**config.mk**
```make
export PLATFORM = sky130hd
export DESIGN_NAME = efc_unstuff
export DESIGN_NICKNAME = d
export VERILOG_FILES = /design/src/hw/rtl/efc_pkg.sv /design/src/hw/rtl/efc_unstuff.sv
export SDC_FILE = /design/constraint.sdc
export NUM_CORES = 1
export LEC_CHECK = 0
export ABC_AREA = 0
export BUFFER_PORTS_ARGS = -buffer_cell sky130_fd_sc_hd__buf_2
export CAP_MARGIN = 20
export CORE_AREA = 5 5 57 59
export CTS_CLUSTER_DIAMETER = 60
export DETAILED_ROUTE_END_ITERATION = 8
export DIE_AREA = 0 0 62 64
export GPL_ROUTABILITY_DRIVEN = 0
export HOLD_SLACK_MARGIN = 0.1
export PLACE_DENSITY = 0.84
export SETUP_SLACK_MARGIN = 0.3
export SLEW_MARGIN = 10
export SYNTH_ARGS = -nofsm -noshare
export SYNTH_HDL_FRONTEND = slang
export SYNTH_SLANG_ARGS = --single-unit
```
**constraint.sdc**
```tcl
create_clock -name clk -period 2.15 [get_ports clk]
set_input_delay 0.1075 -clock clk [delete_from_list [all_inputs] [get_ports clk]]
set_output_delay 0.1075 -clock clk [all_outputs]
set_load 0.03 [all_outputs]
```
**src/hw/rtl/efc_pkg.sv**
```systemverilog
package efc_pkg;

	localparam logic [7:0] FLIP_MASK = 8'h20;
	localparam logic [2:0] MIN_BODY  = 3'd4;
	localparam logic [2:0] POS_MAX   = 3'd7;

	localparam logic [7:0] ESCAPE_RESET  = 8'd125;
	localparam logic [7:0] END_RESET     = 8'd126;
	localparam logic [7:0] ADDRESS_RESET = 8'd0;

	localparam logic [1:0] REG_ESCAPE  = 2'd0;
	localparam logic [1:0] REG_END     = 2'd1;
	localparam logic [1:0] REG_ADDRESS = 2'd2;

	typedef enum logic [1:0] {
		STAT_OK        = 2'd0,
		STAT_CHECKSUM  = 2'd1,
		STAT_ADDRESS   = 2'd2,
		STAT_MALFORMED = 2'd3
	} status_t;

	typedef struct packed {
		logic [7:0] escape_value;
		logic [7:0] end_value;
		logic [7:0] expected_address;
	} cfg_t;

	typedef struct packed {
		logic       valid;
		logic [7:0] decoded_byte;
		logic       decoded_last;
		status_t    frame_status;
	} result_t;

endpackage

```
**src/hw/rtl/efc_unstuff.sv**
```systemverilog
module efc_unstuff (
	input  logic                clk,
	input  logic                arst_n,
	input  efc_pkg::cfg_t       cfg,
	input  logic                advance,
	input  logic [7:0]          raw_byte,
	input  logic                frame_last,
	output efc_pkg::result_t    res
);

	logic [2:0] pos_q;
	logic       esc_q;
	logic [7:0] par_q;
	logic       addr_ok_q;

	logic [2:0] pos_d;
	logic       esc_d;
	logic [7:0] par_d;
	logic       addr_ok_d;
	logic [7:0] data;
	logic       take;

	always_comb begin
		pos_d     = pos_q;
		esc_d     = esc_q;
		par_d     = par_q;
		addr_ok_d = addr_ok_q;
		data      = raw_byte;
		take      = 1'b1;
		res.valid        = 1'b1;
		res.decoded_byte = raw_byte;
		res.decoded_last = 1'b0;
		res.frame_status = efc_pkg::STAT_OK;

		if (frame_last) begin
			take             = 1'b0;
			res.decoded_byte = cfg.end_value;
			res.decoded_last = 1'b1;
			if (esc_q || pos_q < efc_pkg::MIN_BODY) begin
				res.frame_status = efc_pkg::STAT_MALFORMED;
			end else if (par_q != 8'd0) begin
				res.frame_status = efc_pkg::STAT_CHECKSUM;
			end else if (!addr_ok_q) begin
				res.frame_status = efc_pkg::STAT_ADDRESS;
			end
			pos_d     = 3'd0;
			esc_d     = 1'b0;
			par_d     = 8'd0;
			addr_ok_d = 1'b0;
		end else if (pos_q == 3'd0) begin
			data = raw_byte;
		end else if (esc_q) begin
			data  = raw_byte ^ efc_pkg::FLIP_MASK;
			esc_d = 1'b0;
		end else if (raw_byte == cfg.escape_value) begin
			esc_d     = 1'b1;
			take      = 1'b0;
			res.valid = 1'b0;
		end

		if (take) begin
			res.decoded_byte = data;
			if (pos_q != 3'd0) begin
				par_d = par_q ^ data;
			end
			if (pos_q == 3'd3) begin
				addr_ok_d = (data == cfg.expected_address);
			end
			if (pos_q != efc_pkg::POS_MAX) begin
				pos_d = pos_q + 3'd1;
			end
		end
	end

	always_ff @(posedge clk or negedge arst_n) begin
		if (!arst_n) begin
			pos_q     <= 3'd0;
			esc_q     <= 1'b0;
			par_q     <= 8'd0;
			addr_ok_q <= 1'b0;
		end else if (advance) begin
			pos_q     <= pos_d;
			esc_q     <= esc_d;
			par_q     <= par_d;
			addr_ok_q <= addr_ok_d;
		end
	end

endmodule

```
==> results by group <==
Timing
  – Fin. max-slew vios: 0
  – Final worst-path cycle share: a little under nine tenths
  – Fin crit period: 1860 ps
  – Max Freq: 539 MHz
  – Max-Slew Margin vs Limit: 48.6%
  – Least-Margin Pin Slew: approximately 760 ps
  – Hold Worst Slack: 157 ps
  – Final setup fails: 0
  – Setup TNS: 0 ps
  – Clk_skew: between 2 and 3 ps
  – Final Hold Viols: 0
  – Unrepaired setup endpoints after global routing: true

Clock tree
  – CTS tree: done
  – Clock-pin slew on the worst setup and hold paths: 90 ps
  – Root Buffer: clkbuf_4
  – Clock tree buffer depth: 2
  – Clock latency at the later pin of the worst-skew pair: 290 ps
  – H-tree levels: 1
  – Clock Sinks: 13
  – TritonCTS Buffers: 3

Worst setup path
  – Worst path max stage delay: 410 ps
  – Reg2Reg Setup Slack: between 300 and 400 ps
  – CP top delay family: flip-flops
  – Worst path arrival time: 1750 ps
  – Crit end category: primary output
  – Setup Crit Path Kind: flop to primary output
  – WP buf/inv: 2
  – Worst path cell trace: inv_2 > ha_4 > nand2b_4 > and3_4 > xor2_4 > mux2_4 > buf_6
  – Reg-to-reg startpoint: pos_q[1]
  – Critical Path RT: approximately 2000 ps
  – Worst r2r dst: par_q[1]
  – CP max stage cell: dfrtp_1
  – Critical Path Fanout Max: 2
  – Worst r2r path cells: 8
  – Setup crit start kind: flop

Placement
  – Port bufs: 47
  – Hpwl dp: 2450 um
  – Placed instance area: 1480 um^2
  – Cell total after placement: 212

Synth
  – Mapped Nets: 178
  – XOR/XNOR share of the synthesized area: 13.4%
  – Library cells used by synthesis: 30
  – Main combinational cell family by area after synthesis: simple AND/OR/NAND/NOR gates
  – Yosys top cell area share: 26.7%
  – Largest area contributor in the netlist: dfrtp_1
  – Mapped cell area: 1220 um^2
  – YS warnings: 0
  – Ranking of synthesized cells by area: dfrtp_1 (27%), o221ai_2 (9.9%), mux2_2 (7.4%)
  – Post-Syn Instances: 138
  – Compound-Gate Fraction of Synth Area: between 10% and 20%
  – Simple-gate share of the synthesized area: 24.7%
  – Synth Area in Adders: 4.11%
  – Number of synthesized register bits: 13
  – Mux cell area share after synthesis: between 7 and 8%
  – Synthesized area per cell: 8.82 um^2
  – Seq/Total Area, Yosys: roughly a quarter

Pwr
  – Cell area power density: 619 nW/um^2
  – P_leak: 0.784 nW
  – Total power: approximately 0.0010 W
  – Peak VDD IR: 0.000456 V

Global routing
  – Initial antenna violation count: 0
  – Largest net degree at the start of global routing: 20
  – Vias in the first global route: ~1300
  – Total global routing overflow: 0
  – Gr usage total: 18.1%
  – First-pass GRT wire length: ~5500 um

Die
  – Die Y: about 64 um
  – Area of the core: 2660 um^2
  – DIE WIDTH: 62 um
  – Full die area: a little under 4000 um^2
  – Cell Rows: 19
  – Starting density of the core: 45.7%
  – I/O pin total: 48

Cells and area
  – Non-Filler Instances: 229
  – Most common cell after layout, fill and taps aside: buf_2
  – Most frequent cells in the layout: buf_2 (45), buf_4 (14)
  – Nets: 239
  – Layout cells sized above 1: 46.5%
  – Fill count: 199
  – Final Instance Area: 1690 um^2
  – Area Growth Syn to Fin: 38.8%
  – ANT cells: 0

Worst hold path
  – Worst Hold End: par_q[7]
  – HP Start: raw_byte[7]
  – HP Class: input pin to flop
  – WHS Path Cells: 3

Routing
  – Initial DRC Count: slightly below 80
  – Vias: 1423
  – Drt drc: 0
  – WL/cell: 17.2 um
  – Routed Antenna Nets: 0
  – WL final: 3930 um
  – Vias per inst: 6.21
  – DRT Pass-1 Iters: 4

Job
  – Max Cap Violations: 0

Run status
  – Status: finished, final reports clean
[logic make-up (layout without fill, tap and decap cells)]
family	count (synthesis)	in the layout
AOI/OAI and AO/OA	19	19
adders and majority gates	4	4
and+or+nand+nor	57	58
muxes	8	8
xor gates and xnor gates	17	17
buffers and inverters	20	79
DFF	13	13
[where the power goes]
group	switching, W	leakage [nW]	total [W]	internal, W
combinational	0.000275	0.598	0.000511	0.000236
clock	0.0000957	0.0150	0.000168	0.0000722
sequential	0.0000649	0.171	0.000368	0.000303
total	0.000435	0.784	0.00105	0.000611
[through the flow]
step	setup WS [ps]	util, %
2_1_floorplan	560	-
3_3_place_gp	377	55.6
3_5_place_dp	332	55.6
4_1_cts	297	60.0
5_1_grt	249	63.5
6_report	293	63.5
[state kept, by name, summed over array words and instances (netlist names)]
register / count
par_q: 8
addr_ok_q: 1
esc_q: 1
pos_q: 3
[Yosys cell counts]
library cell	number
xor2_1	10
a21oi_1	1
o21ai_1	1
o211ai_2	1
o21ai_0	1
o221ai_1	1
inv_1	12
mux2_2	8
a31oi_1	2
a211o_1	1
clkinv_1	1
buf_4	2
nand4_1	13
xnor3_1	1
a211oi_2	1
clkbuf_1	5
dfrtp_1	13
nor4_2	1
and3_1	9
nor4_1	3
nor2_1	13
o311ai_1	1
nand2b_1	3
xnor2_1	6
o221ai_2	8
nand3_2	1
o31ai_1	1
nand2_1	13
nor3_1	1
ha_1	4
[how the worst max path moves through the flow]
stage	from	endpoint	slack [ps]	depth (start not counted)
finish	pos_q[0]	res[8]	290	7
global route	pos_q[0]	res[8]	250	7
CTS	pos_q[1]	res[8]	300	7
detailed placement	pos_q[0]	par_q[0]	330	6
global placement	pos_q[0]	par_q[2]	380	6
floorplan	pos_q[0]	res[8]	560	6
[routing by layer]
metal,GRT usage (%),routed length (um),vias up
met4,11.7,158,0
met2,28.2,1890,109
met5,0,0,-
met3,1.41,378,17
li1,-,-,621
met1,23.4,1500,676
[worst reg2reg max path: stages (launching register included)]
cell	delay, ps
dfrtp_1	390
inv_2	60
ha_4	160
buf_4	140
a211oi_4	230
buf_4	190
nand3_2	200
nand4_1	220
o221ai_2	100
[cell type report]
class | instances | area [um^2] | area share (%)
multi-input cells | 106 | 888 | 52.6
repair buffers | 62 | 363 | 21.5
flip-flops and latches | 13 | 325 | 19.2
well taps | 31 | 38.8 | 2.29
inverters | 13 | 48.8 | 2.89
clock buffers | 4 | 26.3 | 1.55
[repair_timing]
item / CTS / global route
endpoints found under the setup margin: 1 / 14
resized for setup: 9 / 8
setup buffers: 6 / 5
hold buffers: 1 / 0
pin swaps: 1 / 3
endpoints found under the hold margin: 13 / 0
gates cloned: 0 / 1
(Power assumes the default switching activity.)
